[config.mk]
export PLATFORM = sky130hd
export DESIGN_NAME = c3s_lane
export DESIGN_NICKNAME = d
export VERILOG_FILES = /design/src/sv/c3s_pkg.sv /design/src/sv/c3s_ram.sv /design/src/sv/c3s_lane.sv
export SDC_FILE = /design/constraint.sdc
export NUM_CORES = 1
export LEC_CHECK = 0
export BUFFER_PORTS_ARGS = -buffer_cell sky130_fd_sc_hd__buf_4
export CAP_MARGIN = 40
export CELL_PAD_IN_SITES_DETAIL_PLACEMENT = 1
export CELL_PAD_IN_SITES_GLOBAL_PLACEMENT = 2
export CORE_MARGIN = 2
export CORE_UTILIZATION = 46
export CTS_CLUSTER_DIAMETER = 60
export DETAILED_ROUTE_END_ITERATION = 16
export PLACE_DENSITY_LB_ADDON = 0.1
export SLEW_MARGIN = 20
export SYNTH_ARGS = -nofsm -noshare
export SYNTH_HDL_FRONTEND = slang
export SYNTH_SLANG_ARGS = --single-unit
[constraint.sdc]
create_clock -name clk -period 7.57 [get_ports clk]
set_clock_uncertainty 0.1 [all_clocks]
set_input_delay 0.3785 -clock clk [delete_from_list [all_inputs] [get_ports clk]]
set_output_delay 0.3785 -clock clk [all_outputs]
set_load 0.005 [all_outputs]
[src/sv/c3s_pkg.sv]
// ----------------------------------------------------------------------------
// c3s_pkg
// shared constants and types of the 3x3 multichannel convolution core
// ----------------------------------------------------------------------------
package c3s_pkg;

  // default configuration of the core
  localparam int DEF_MAX_WIDTH    = 1024;
  localparam int DEF_IN_CHANNELS  = 3;
  localparam int DEF_OUT_CHANNELS = 16;
  localparam int DEF_SAMPLE_BITS  = 16;

  // kernel geometry
  localparam int KSIZE = 3;
  localparam int KTAPS = KSIZE * KSIZE;
  localparam int FRAC_BITS = 8;

  // channels carried by the input beat
  localparam int PORT_CHANNELS = 3;

  // operation selector
  localparam logic [1:0] OP_PIXEL  = 2'd0;
  localparam logic [1:0] OP_WEIGHT = 2'd1;
  localparam logic [1:0] OP_BIAS   = 2'd2;

  // configuration register indexes
  localparam int REG_IDX_BITS = 2;
  localparam logic [REG_IDX_BITS-1:0] REG_WIDTH  = 2'd0;
  localparam logic [REG_IDX_BITS-1:0] REG_HEIGHT = 2'd1;

  // register reset values
  localparam logic [10:0] RST_WIDTH  = 11'd1024;
  localparam logic [15:0] RST_HEIGHT = 16'd1024;

  // pipeline tag of one channel result
  typedef struct packed {
    logic vld;
    logic last;
  } tag_t;

endpackage

[src/sv/c3s_ram.sv]
// ----------------------------------------------------------------------------
// c3s_ram
// simple dual port ram, one write and one registered read port
// ----------------------------------------------------------------------------
module c3s_ram #(
  parameter int WIDTH = 16,
  parameter int DEPTH = 16
) (
  input  logic                                     clk,
  input  logic                                     wr_en,
  input  logic [(DEPTH > 1 ? $clog2(DEPTH) : 1)-1:0] wr_addr,
  input  logic [WIDTH-1:0]                         wr_data,
  input  logic                                     rd_en,
  input  logic [(DEPTH > 1 ? $clog2(DEPTH) : 1)-1:0] rd_addr,
  output logic [WIDTH-1:0]                         rd_data
);

  logic [WIDTH-1:0] mem [DEPTH];

  // read returns the old word on a same-address write
  always_ff @(posedge clk) begin
    if (wr_en) begin
      mem[wr_addr] <= wr_data;
    end
    if (rd_en) begin
      rd_data <= mem[rd_addr];
    end
  end

endmodule

[src/sv/c3s_lane.sv]
// ----------------------------------------------------------------------------
// c3s_lane
// one kernel tap: weight store with one word per output channel and a Q8.8 multiplier
// ----------------------------------------------------------------------------
module c3s_lane #(
  parameter int OUT_CHANNELS = c3s_pkg::DEF_OUT_CHANNELS,
  parameter int SAMPLE_BITS  = c3s_pkg::DEF_SAMPLE_BITS
) (
  input  logic                          clk,
  input  logic                          en,
  input  logic                          wr_en,
  input  logic [(OUT_CHANNELS > 1 ? $clog2(OUT_CHANNELS) : 1)-1:0] wr_addr,
  input  logic signed [SAMPLE_BITS-1:0] wr_data,
  input  logic                          rd_en,
  input  logic [(OUT_CHANNELS > 1 ? $clog2(OUT_CHANNELS) : 1)-1:0] rd_addr,
  input  logic signed [SAMPLE_BITS-1:0] tap,
  output logic [SAMPLE_BITS-1:0]        term
);

  logic [SAMPLE_BITS-1:0] wgt;
  logic signed [2*SAMPLE_BITS-1:0] prod;
  logic [SAMPLE_BITS-1:0] term_r;

  c3s_ram #(.WIDTH(SAMPLE_BITS), .DEPTH(OUT_CHANNELS)) u_wgt (
    .clk(clk), .wr_en(wr_en), .wr_addr(wr_addr), .wr_data(wr_data),
    .rd_en(rd_en), .rd_addr(rd_addr), .rd_data(wgt)
  );

  // floor of the Q16.16 product back to Q8.8, wrapped
  assign prod = tap * $signed(wgt);

  always_ff @(posedge clk) begin
    if (en) begin
      term_r <= prod[SAMPLE_BITS+c3s_pkg::FRAC_BITS-1:c3s_pkg::FRAC_BITS];
    end
  end

  assign term = term_r;

endmodule

After elaboration in Yosys (flattened, before gate mapping)
Memory sizes are Yosys's and may differ from the RTL's. A register that Yosys moved wholly into a read port is not among the register bits.
Index checks and enable logic that the tools add are counted.
{ "word_totals": {"ff_bits": 16, "mem_bits_rw": 256, "input_bits": 44, "out_inout_bits": 16, "elab_cells": 5, "mem_count": 1} }
{ "mem_list": {"columns": ["memory", "words", "word_bits", "rd", "rd_ports_with_merged_regs", "wr", "line_no", "source"], "rows": [
  ["u_wgt.mem", 16, 16, 1, 1, 1, "c3s_ram.sv:18", "logic [WIDTH-1:0] mem [DEPTH];"]
]} }
{ "classes": {"n_mul": 1, "mux": 2} }
{ "op_table": {"columns": ["op", "count"], "rows": [
  ["16-bit by 16-bit multiplier with 24-bit output", 1],
  ["1-bit two-way mux", 2]
]} }

Longest topological paths before layout
{ "depth": {"word_depth": 2, "depth_mapped": 22, "mapped_depth_nobuf": 20} }

Modules after synthesis
Synthesis repeated with hierarchy kept, for this count alone.
{ "hier_totals": {"hier_cells": 1291, "hier_area_um2": 18064.8} }
{ "by_module_without_submodules": {"columns": ["module", "n_inst", "cells_per_inst", "area_per_inst_um2", "seq_area_each_um2"], "rows": [
  ["c3s_ram", 1, 432, 10203.5, 8167.8],
  ["c3s_lane", 1, 859, 7861.3, 480.5]
]} }

Worst setup path before layout
OpenSTA, ideal clock, no wires.
{ "synth_path": {"path_kind": "register -> register", "from": "reg u_wgt.rd_data[7], read port of u_wgt.mem", "to": "reg term_r[14], in the netlist term[14], data pin", "setup_time_ns": 0.260, "arrival_ns": 5.475, "required_ns": 7.210, "slack_ns": 1.735, "path_stages_with_launch": 21, "n_path_buf": 3, "synth_period_minus_slack_ns": 5.835, "cell_sequence": "edfxtp_1 > clkbuf_1 > clkbuf_1 > nand2_1 > fa_1 > inv_1 > fa_1 > fa_1 > fa_1 > fa_1 > inv_1 > fa_1 > inv_1 > ha_1 > clkbuf_1 > a21o_1 > a21oi_1 > nor2_1 > or3_1 > a211oi_1 > nor2b_1"} }
{ "synth_via": {"elab_chain_len": 1} }
{ "synth_lines": {"columns": ["item", "line_no", "source"], "rows": [
  ["from (decl)", "c3s_ram.sv:15", "output logic [WIDTH-1:0] rd_data"],
  ["16-bit by 16-bit multiplier with 24-bit output", "c3s_lane.sv:30", "assign prod = tap * $signed(wgt);"],
  ["named net prod[22]", "c3s_lane.sv:21", "logic signed [2*SAMPLE_BITS-1:0] prod;"],
  ["to (signal assigned)", "c3s_lane.sv:34", "term_r <= prod[SAMPLE_BITS+c3s_pkg::FRAC_BITS-1:c3s_pkg::FRAC_BITS];"],
  ["to (decl)", "c3s_lane.sv:22", "logic [SAMPLE_BITS-1:0] term_r;"]
]} }
The timed path passes the listed nets, and every way through them passes these cells.
A chain may end at the register's enable or synchronous reset.

Worst setup path in the final report
{ "layout_path": {"from": "reg u_wgt.rd_data[2], read port of u_wgt.mem", "to": "reg term_r[14], in the netlist term[14], data pin"} }
Same word-level chain as after synthesis.

==> key figures <==
Global routing
  • Largest net degree at the start of global routing: 40
  • Total gr overflow: 0
  • Vias in the first global route: 11287
  • First-pass GRT wire length: 67.5 mm
  • Initial antenna violation count: 1
  • Global-route usage over all layers: 0.219

Timing
  • Setup TNS Final: 0 ns
  • Fin. Hold Viols: 0
  • RSZ-0062 raised after global routing: false
  • Max-Slew Margin vs Limit: 0.481
  • Slew Limit Fails: 0
  • Fin crit share: 0.827
  • Worst-margin pin slew: 0.759 ns
  • # setup viols final: 0
  • Achievable Freq: 0.160 GHz
  • Final min period: 6.26 ns

Worst setup path
  • CP dominant cell by count: fa_1
  • CP Class: reg -> reg
  • Crit-path cells: and2_1 > inv_1 > fa_1 > inv_1 > fa_1 > fa_1 > fa_1 > fa_1 > inv_1 > fa_1 > inv_1 > ha_1 > a21o_1 > a21oi_1 > nor2_1 > or3_1 > a211oi_1 > nor2b_1
  • Crit-path max FO: 16
  • Worst setup EP type: flop
  • WP buf/inv: 4
  • Worst path arrival time: 6.50 ns
  • Crit path max-delay family: adder cells
  • CP max-delay cell: edfxtp_1
  • Startpoint class of the critical path: flop
  • WP data required: 7.81 ns
  • Slowest Stage Delay on Critical Path: 0.72 ns

Synth
  • Ys async rst share: 0
  • Distinct cells, synth: 46
  • Cells after Synth: 1281
  • Synth Net Count: 1581
  • Syn. warnings: 0
  • Mean Syn Cell Area: 14.2 um2
  • Sequential share of the synthesized area: 0.475
  • Ys flop type: edfxtp_1
  • Number of flops mapped to enable cells by yosys: 288
  • Yosys reg bits: 288
  • Post-synthesis cell area: 0.0182 mm2

Floorplan
  • Total core area: 0.0388 mm2
  • Ports: 60
  • Initial core utilization: 0.469
  • Placement row count: 72
  • Die Y: 203 um
  • DIE AREA: 0.0412 mm2
  • Die X: 203 um

Drt
  • Drt total wl: 43.0 mm
  • Vias/cell: 5.27
  • WL/cell: 22.7 um
  • Drt pass-1 iters: 5
  • Routed vias: 9994
  • DRC Markers: 0
  • Post-route ant nets: 0
  • Initial DRC count: 395

Clocking
  • Deepest clock path buffer count: 3
  • CTS tree: built
  • CTS buffer count: 30
  • Post-CTS Resized: 0
  • Worst-Skew Late Latency: 0.59 ns
  • Clock-pin slew on the worst setup and hold paths: 0.06 ns
  • Clk sink count: 288
  • Max H-tree Level: 1
  • Clock root cell: clkbuf_16

Status
  • Status: finished, final reports clean

Cells and area
  • Sequential Area: 0.00865 mm2
  • Synth-to-Final Area Change: 12.2%
  • Area of the multi-input gates: 0.00852 mm2
  • Number of fill cells: 3846
  • Share of cells above drive strength 1: 0.161
  • Fin nets: 1652
  • Commonest non-fill, non-tap cell in the layout: edfxtp_1
  • Most frequent cells in the layout: edfxtp_1, inv_1, fa_1, nand2_1, and2_1

Place
  • GP Congestion: 0.785
  • I/O Buffers: 59
  • Dpl hpwl: 30.1 mm

Hold path
  • Hold WC Path Type: in -> reg

Run
  • Max-cap violation count: 0
cell families (layout without fill, tap and decap cells):
logic type,count (synthesis),in the layout,synth area share
mux,80,80,0.0989
other cells,0,2,0
fa+ha+maj,256,256,0.252
compound gates,60,60,0.0236
buf+inv,289,383,0.0602
simple gates,276,276,0.0740
xor+xnor,32,32,0.0161
flops,288,288,0.475
Yosys cell counts (2+ instances only):
| library cell | n | share of area |
|---|---|---|
| nand2_1 | 128 | 0.026 |
| mux4_2 | 80 | 0.099 |
| a211oi_1 | 4 | 0.0016 |
| ha_1 | 70 | 0.048 |
| buf_2 | 8 | 0.0022 |
| a31oi_1 | 2 | 0.00069 |
| nor3_1 | 6 | 0.0016 |
| and3_1 | 3 | 0.0010 |
| fa_1 | 186 | 0.20 |
| a21oi_1 | 19 | 0.0052 |
| xnor2_1 | 23 | 0.011 |
| and2_1 | 95 | 0.033 |
| o21a_1 | 5 | 0.0021 |
| nor2b_1 | 3 | 0.0010 |
| nand3_1 | 3 | 0.00082 |
| or3_1 | 2 | 0.00069 |
| o21ai_0 | 4 | 0.0011 |
| inv_1 | 236 | 0.049 |
| xor2_1 | 8 | 0.0038 |
| a21o_1 | 7 | 0.0029 |
| nand4_1 | 3 | 0.0010 |
| buf_1 | 2 | 0.00041 |
| o21bai_1 | 4 | 0.0016 |
| a21oi_2 | 2 | 0.00096 |
| edfxtp_1 | 288 | 0.47 |
| a2111o_1 | 2 | 0.0012 |
| nand3b_1 | 2 | 0.00082 |
| clkbuf_1 | 42 | 0.0087 |
| nand2b_1 | 6 | 0.0021 |
| nor2_1 | 22 | 0.0045 |
path summary, 6_finish.rpt:
kind	start	to	slack [ns]	cells after the start
setup / recovery	u_wgt.rd_data[2]	term[14]	1.31	18
hold / removal	wr_data[2]	u_wgt.mem[0][2]	0.04	1
setup reg to reg	u_wgt.rd_data[2]	term[14]	1.31	18
hold reg to reg	u_wgt.mem[3][2]	u_wgt.rd_data[2]	0.75	2
final cells by class:
cell class	instances	area share
Multi-Input combinational cell	704	0.417
Timing Repair Buffer	92	0.0366
Antenna cell	2	0.000245
Clock inverter	18	0.00992
Inverter	236	0.0433
Clock buffer	37	0.0380
Sequential cell	288	0.423
Tap cell	518	0.0317
timing repair:
action / CTS / global route
buffers inserted: 0 / 0
endpoints found under the hold margin: 234 / 0
hold buffers: 15 / 0
state kept, by name, summed over array words and instances (netlist names):
| name | count |
|---|---|
| term | 16 |
| u_wgt.rd_data | 16 |
| u_wgt.mem | 256 |
metrics by stage:
stage	setup slack [ns]	cell area, um2	std cells	hold WS, ns	utilization
after CTS	1.27	20400	1893	0.00593	0.526
after detailed placement	1.27	19300	1823	0.578	0.497
after global placement	1.39	19300	1822	0.569	0.496
after global routing	0.861	20400	1894	0.0203	0.526
after floorplan	1.73	18200	1281	0.377	-
final	1.31	20400	1895	0.0358	0.526
layer usage:
layer	share of wire	vias up	GRT usage
li1	-	4440	-
met1	0.43	5290	0.286
met2	0.51	201	0.391
met3	0.040	63	0.0287
met4	0.023	0	0.0514
met5	0	-	0
worst reg2reg max path, delay by kind of cell (launching register included):
family                   cells  cell delay (ns)
adder cells (fa/ha/maj)      7             3.33
AND/OR/NAND/NOR              4             0.76
AO/OA/AOI/OAI                3             0.76
flip-flops                   1             0.72
buffers and inverters        4             0.38
Power is not shown: default switching activity piles up to over one toggle a cycle in this logic, so the estimate is an artifact.
