## src/sv/c3s_pkg.sv

```systemverilog
// ----------------------------------------------------------------------------
// c3s_pkg
// shared constants and types of the 3x3 multichannel convolution core
// ----------------------------------------------------------------------------
package c3s_pkg;

  // default configuration of the core
  localparam int DEF_MAX_WIDTH    = 1024;
  localparam int DEF_IN_CHANNELS  = 3;
  localparam int DEF_OUT_CHANNELS = 16;
  localparam int DEF_SAMPLE_BITS  = 16;

  // kernel geometry
  localparam int KSIZE = 3;
  localparam int KTAPS = KSIZE * KSIZE;
  localparam int FRAC_BITS = 8;

  // channels carried by the input beat
  localparam int PORT_CHANNELS = 3;

  // operation selector
  localparam logic [1:0] OP_PIXEL  = 2'd0;
  localparam logic [1:0] OP_WEIGHT = 2'd1;
  localparam logic [1:0] OP_BIAS   = 2'd2;

  // configuration register indexes
  localparam int REG_IDX_BITS = 2;
  localparam logic [REG_IDX_BITS-1:0] REG_WIDTH  = 2'd0;
  localparam logic [REG_IDX_BITS-1:0] REG_HEIGHT = 2'd1;

  // register reset values
  localparam logic [10:0] RST_WIDTH  = 11'd1024;
  localparam logic [15:0] RST_HEIGHT = 16'd1024;

  // pipeline tag of one channel result
  typedef struct packed {
    logic vld;
    logic last;
  } tag_t;

endpackage

```

## src/sv/c3s_ram.sv

```systemverilog
// ----------------------------------------------------------------------------
// c3s_ram
// simple dual port ram, one write and one registered read port
// ----------------------------------------------------------------------------
module c3s_ram #(
  parameter int WIDTH = 16,
  parameter int DEPTH = 16
) (
  input  logic                                     clk,
  input  logic                                     wr_en,
  input  logic [(DEPTH > 1 ? $clog2(DEPTH) : 1)-1:0] wr_addr,
  input  logic [WIDTH-1:0]                         wr_data,
  input  logic                                     rd_en,
  input  logic [(DEPTH > 1 ? $clog2(DEPTH) : 1)-1:0] rd_addr,
  output logic [WIDTH-1:0]                         rd_data
);

  logic [WIDTH-1:0] mem [DEPTH];

  // read returns the old word on a same-address write
  always_ff @(posedge clk) begin
    if (wr_en) begin
      mem[wr_addr] <= wr_data;
    end
    if (rd_en) begin
      rd_data <= mem[rd_addr];
    end
  end

endmodule

```

## src/sv/c3s_merge.sv

```systemverilog
// ----------------------------------------------------------------------------
// c3s_merge
// bias store and two-level adder tree over the lane terms
// ----------------------------------------------------------------------------
module c3s_merge #(
  parameter int IN_CHANNELS  = c3s_pkg::DEF_IN_CHANNELS,
  parameter int OUT_CHANNELS = c3s_pkg::DEF_OUT_CHANNELS,
  parameter int SAMPLE_BITS  = c3s_pkg::DEF_SAMPLE_BITS
) (
  input  logic                   clk,
  input  logic                   en,
  input  logic                   wr_en,
  input  logic [(OUT_CHANNELS > 1 ? $clog2(OUT_CHANNELS) : 1)-1:0] wr_addr,
  input  logic [SAMPLE_BITS-1:0] wr_data,
  input  logic                   rd_en,
  input  logic [(OUT_CHANNELS > 1 ? $clog2(OUT_CHANNELS) : 1)-1:0] rd_addr,
  input  logic [SAMPLE_BITS-1:0] terms [IN_CHANNELS*c3s_pkg::KTAPS],
  output logic [SAMPLE_BITS-1:0] total
);

  localparam int KT = c3s_pkg::KTAPS;

  logic [SAMPLE_BITS-1:0] bias_rd;
  logic [SAMPLE_BITS-1:0] bias_p2_r;
  logic [SAMPLE_BITS-1:0] bias_p3_r;
  logic [SAMPLE_BITS-1:0] part_nxt [IN_CHANNELS];
  logic [SAMPLE_BITS-1:0] part_r [IN_CHANNELS];
  logic [SAMPLE_BITS-1:0] total_nxt;
  logic [SAMPLE_BITS-1:0] total_r;

  c3s_ram #(.WIDTH(SAMPLE_BITS), .DEPTH(OUT_CHANNELS)) u_bias (
    .clk(clk), .wr_en(wr_en), .wr_addr(wr_addr), .wr_data(wr_data),
    .rd_en(rd_en), .rd_addr(rd_addr), .rd_data(bias_rd)
  );

  // per input channel sums, modulo the sample width
  always_comb begin
    for (int ic = 0; ic < IN_CHANNELS; ic++) begin
      part_nxt[ic] = terms[ic*KT];
      for (int k = 1; k < KT; k++) begin
        part_nxt[ic] = part_nxt[ic] + terms[ic*KT + k];
      end
    end
  end

  // bias plus channel sums
  always_comb begin
    total_nxt = bias_p3_r;
    for (int ic = 0; ic < IN_CHANNELS; ic++) begin
      total_nxt = total_nxt + part_r[ic];
    end
  end

  always_ff @(posedge clk) begin
    if (en) begin
      bias_p2_r <= bias_rd;
      bias_p3_r <= bias_p2_r;
      part_r    <= part_nxt;
      total_r   <= total_nxt;
    end
  end

  assign total = total_r;

endmodule

```

## config.mk

```make
export PLATFORM = sky130hd
export DESIGN_NAME = c3s_merge
export DESIGN_NICKNAME = d
export VERILOG_FILES = /design/src/sv/c3s_pkg.sv /design/src/sv/c3s_ram.sv /design/src/sv/c3s_merge.sv
export SDC_FILE = /design/constraint.sdc
export NUM_CORES = 1
export LEC_CHECK = 0
export ABC_CLOCK_PERIOD_IN_PS = 7500
export BUFFER_PORTS_ARGS = -buffer_cell sky130_fd_sc_hd__buf_2
export CORE_MARGIN = 2
export CORE_UTILIZATION = 60
export DETAILED_ROUTE_END_ITERATION = 7
export PLACE_DENSITY = 0.89
export SLEW_MARGIN = 5
export SYNTH_ARGS = -nofsm -noshare
export SYNTH_HDL_FRONTEND = slang
export SYNTH_SLANG_ARGS = --single-unit
```

## constraint.sdc

```tcl
create_clock -name clk -period 7.5 [get_ports clk]
set_input_delay 0.375 -clock clk [delete_from_list [all_inputs] [get_ports clk]]
set_output_delay 0.375 -clock clk [all_outputs]
set_load 0.01 [all_outputs]
```

## After elaboration in Yosys (flattened, before gate mapping)

Memory sizes are Yosys's and may differ from the RTL's. A register that Yosys moved wholly into a read port is not among the register bits.
Index checks and enable logic that the tools add are counted.

| storage, ports and cells | value |
|---|---|
| bits in registers | 96 |
| memory bits (writable) | 256 |
| input port bits | 460 |
| output and inout bits | 16 |
| logic and storage cells | 36 |
| memories kept | 1 |

| cells by class | value |
|---|---|
| add/subtract/negate cells | 27 |
| muxes and demuxes | 2 |

Memories:

| memory | depth | width | read ports | clocked after memory_dff | wr ports | line | text |
|---|---|---|---|---|---|---|---|
| u_bias.mem | 16 | 16 | 1 | 1 | 1 | c3s_ram.sv:18 | `logic [WIDTH-1:0] mem [DEPTH];` |

Operators with widths:

| kind | number |
|---|---|
| $add A16 B16 Y16 | 27 |
| $mux W1 | 2 |

## Longest topological paths before layout

| logic depth | value |
|---|---|
| depth in word-level cells | 8 |
| mapped depth | 17 |
| depth with buffers taken out | 17 |

## Hierarchy

Synthesis repeated with hierarchy kept, for this count alone.

| second synthesis, totals | value |
|---|---|
| cell total of the unflattened synthesis | 1,667 |
| area, all modules | 24,262.0 µm² |

Modules (own cells, without submodules):

| module | times used | cells each | area each (µm²) | sequential area each (µm²) |
|---|---|---|---|---|
| c3s_merge | 1 | 1,235 | 14,058.5 | 2,882.8 |
| c3s_ram | 1 | 432 | 10,203.5 | 8,167.8 |

## Least setup slack after synthesis

OpenSTA, ideal clock, no wires.

| timing path | value |
|---|---|
| path kind | input port to flip-flop |
| from | in terms[98] (netlist bit) |
| to | reg part_r[12] (netlist bit) (data pin) |
| library setup time | 0.261 ns |
| arrival | 4.190 ns |
| data required time | 7.239 ns |
| slack | 3.049 ns |
| cell stages on the path | 15 |
| path buffers | 0 |
| cell sequence | fa_1 -> fa_1 -> fa_1 -> inv_1 -> fa_1 -> inv_1 -> ha_1 -> inv_1 -> fa_1 -> nor2b_1 -> o21a_1 -> o21ai_0 -> a211oi_1 -> nor2_1 -> a311o_1 |

RTL lines:

| element | line | text |
|---|---|---|
| from (decl) | c3s_merge.sv:17 | `input logic [SAMPLE_BITS-1:0] terms [IN_CHANNELS*c3s_pkg::KTAPS],` |
| to (signal assigned) | c3s_merge.sv:58 | `part_r <= part_nxt;` |
| to (decl) | c3s_merge.sv:27 | `logic [SAMPLE_BITS-1:0] part_r [IN_CHANNELS];` |

==> results by group <==
Worst setup path
  – RR Startpoint: part_r[1]$_DFFE_PP_
  – Critical path cell sequence: buf_2 -> fa_1 -> fa_1 -> fa_1 -> inv_1 -> fa_1 -> inv_1 -> ha_1 -> inv_1 -> fa_1 -> nor2b_1 -> o21a_1 -> o21ai_0 -> a211oi_1 -> nor2_1 -> a311o_1
  – CP required: between 7 and 8 ns
  – Setup CP Type: input port to flip-flop
  – Crit-path max FO: 5
  – Crit-path max cell delay: 0.62 ns
  – Crit path launch type: input port
  – Most frequent CP cell: fa_1
  – Worst Path Arrival: 4.82 ns
  – Setup crit end kind: flip-flop
  – Critical path origin: terms[98]
  – Max stage delay cell, worst path: a211oi_1

Detailed routing
  – Routed WL: 54400 um
  – Vias: 14200
  – DRC: 0
  – Pre-antenna DRT Iters: 5
  – WL/cell: 20.5 um
  – Routed Antenna Nets: 0
  – Detailed Route Iter0 Violations: 827
  – Vias per cell: 5.38

Synthesis
  – Yosys reg bits: 368
  – Async S/R FF share, synth: 0%
  – Synth warn: 0
  – Top FF cell, synth: edfxtp_1
  – Seq/Total Area, Yosys: between 40% and 50%
  – Mean post-synth cell area: 15.1 um^2
  – Syn Inst Count: 1602
  – Syn_nets: 2458
  – Post-synth EDFFs: 368
  – Yosys top cell area share: between 40% and 50%
  – Synth unique cells: 58
  – Synth area leader: edfxtp_1
  – Synthesized cell area: 24100 um^2
  – Synth top area cells: edfxtp_1 46%, fa_1 28%, mux4_2 7.5%

Global route
  – Vias in the first global route: between 15000 and 20000
  – First-pass GRT wire length: between 80000 and 90000 um
  – Largest net degree at the start of global routing: 65
  – Antenna violations before repair: 8
  – Total global routing track utilization: 26.7%
  – Global route overflow: 0

CTS
  – CTS Root Cell: clkbuf_16
  – Clk buf depth: 3
  – Hold_buf cts: 0
  – CTS H-tree depth: 2
  – CTS tree: done
  – Clock latency at the later pin of the worst-skew pair: 0.53 ns
  – # Post-CTS Setup Buffers: 0
  – PostCTS Resize Cnt: 0
  – Clock sinks: 368
  – Clock transition at path regs: 0.07 ns
  – CTS buffer count: 35

STA
  – Final Cycle Share: between 60% and 70%
  – Max-Slew Margin vs Limit: 15.2%
  – RSZ-0062 raised after global routing: no
  – Measured slew at the worst slew-check pin: around 1.3 ns
  – Final hold vios: 0
  – Endpoints failing setup: 0
  – Final min period: 4.54 ns
  – Final Slew Violations: 0
  – TNS Setup: 0 ns
  – Clock Skew: roughly 0.02 ns
  – Final WS setup: slightly below 3 ns
  – Max Fclk: 0.220 GHz

Final layout
  – Area Overhead vs Synth: 17.0%
  – Nets: 2954
  – Final Core Density: between 70 and 80%
  – Share of post-route cells with drive strength above 1: 29.7%
  – Filler cells: 2526
  – Final Instance Count excl. Fillers: ~2600

Worst hold path
  – Worst Hold Class: input port to flip-flop
  – Hold_sp: wr_data[12]

Floorplan
  – Die Ht: 204 um
  – Io pins: 476
  – Initial core utilization: 60.7%
  – Rows: 73
  – Chip Width: 204 um
  – Die ar.: 41800 um^2
  – Placeable Area: a little under 40000 um^2

Pwr
  – Pleak: 12.2 nW
  – Pwr dens: 435 nW/um^2
  – VDD IR max: between 300 and 400 uV

Outcome
  – Status: finished, final reports clean

Placement
  – DP Cell Count: around 2600
  – Hpwl dp: 41700 um
  – Pre-CTS WS: ~2.5 ns
  – Buffers on Ports: about 480
  – Final GP Congestion: 0.933

Job
  – Max cap viols: 0
## synth_stat cells, types with 2 or more instances
cell type / n
nor2b_1: 10
a31oi_1: 4
nor2_1: 36
xor2_1: 19
and2_1: 3
a211oi_1: 7
nand2_1: 15
nand2b_1: 11
o31a_1: 3
nor3b_1: 3
and3_1: 3
a21oi_1: 35
a21o_1: 7
ha_1: 63
o41ai_1: 2
a211o_1: 3
buf_1: 2
a311o_1: 2
o21a_1: 10
nor3_1: 7
xnor2_1: 70
o211ai_1: 4
o41ai_2: 2
clkbuf_1: 8
nand3b_1: 3
inv_1: 429
fa_1: 333
mux4_2: 80
buf_2: 8
nand3_1: 3
nand4_1: 4
o21ai_0: 20
edfxtp_1: 368
## state kept, by name (all words and copies together) (netlist names)
signal	cells
bias_p2_r	16
part_r	48
bias_p3_r	16
total	16
u_bias.mem	256
u_bias.rd_data	16
## stage by stage
stage	area, um^2	hold slack, ns	total power [W]
floorplan	24100	0.400	0.00879
finish	28200	0.212	0.0123
detailed placement	27200	0.405	0.0106
global route	28200	0.212	0.0134
global placement	27200	0.402	0.0103
CTS	28200	0.186	0.0123
## critical path: cells and delay by family
| kind | cells | cell delay, ns |
|---|---|---|
| adder cells (fa/ha/maj) | 6 | 2.67 |
| AO/OA/AOI/OAI | 4 | 1.21 |
| buffers and inverters | 4 | 0.32 |
| AND/OR/NAND/NOR | 2 | 0.24 |
## placed cells by master, fill, tap and decap left out, types with 4 or more instances in the layout
master	count
nor2b_1	10
a21o_1	7
nand2b_1	11
clkbuf_1	9
buf_2	472
inv_1	429
a21oi_1	35
nor3_4	4
nand2_1	15
clkinv_2	5
buf_4	5
fa_1	333
clkbuf_16	35
xor2_1	19
nor2_1	24
nand4_1	4
mux4_2	80
clkinv_1	6
edfxtp_1	368
ha_1	63
o211ai_1	4
o21a_1	10
a31oi_1	4
a211oi_1	7
o21ai_0	20
nor2_2	12
xnor2_1	70
## layer usage
metal / up-vias / share of wire, % / wire, um / track usage, %
li1: 6278 / - / - / -
met1: 7254 / 35 / 19000 / 31.9
met2: 558 / 55 / 30100 / 48.5
met3: 135 / 6.2 / 3360 / 4.78
met4: 14 / 3.5 / 1880 / 9.52
met5: - / 0.15 / 81 / 0
## area by class of cell
class                           instances  area [um^2]  area share, %
Clock inverter                         16          126          0.448
Antenna cell                            1         2.50        0.00887
Clock buffer                           44          910           3.22
Inverter                              429         1610           5.71
Multi-Input combinational cell        787        11400           40.6
Timing Repair Buffer                  477         2400           8.51
Sequential cell                       368        11100           39.2
Tap cell                              525          657           2.33
## report_power, final
group	switching (W)	total [W]	internal (W)
Sequential	0.000145	0.00314	0.00300
Clock	0.000731	0.00163	0.000900
Combinational	0.00412	0.00749	0.00337
## path summary, 6_finish.rpt
check	endpoint	slack, ns	cells after the start
worst min-delay path	u_bias.mem[12][12]$_DFFE_PP_	0.21	1
worst max-delay path	part_r[12]$_DFFE_PP_	2.96	16
worst max register to register	total[15]$_DFFE_PP_	3.90	11
worst min register to register	bias_p3_r[13]$_DFFE_PP_	0.41	0
## cell families after synthesis
kind of cell / Yosys count / synth area share (%)
mux: 80 / 7.47
flops: 368 / 45.8
simple gates: 105 / 2.22
buf+inv: 447 / 7.00
xor+xnor: 89 / 3.23
compound gates: 117 / 3.34
fa+ha+maj: 396 / 30.9
No activity file was read; power rests on OpenSTA's default activity.
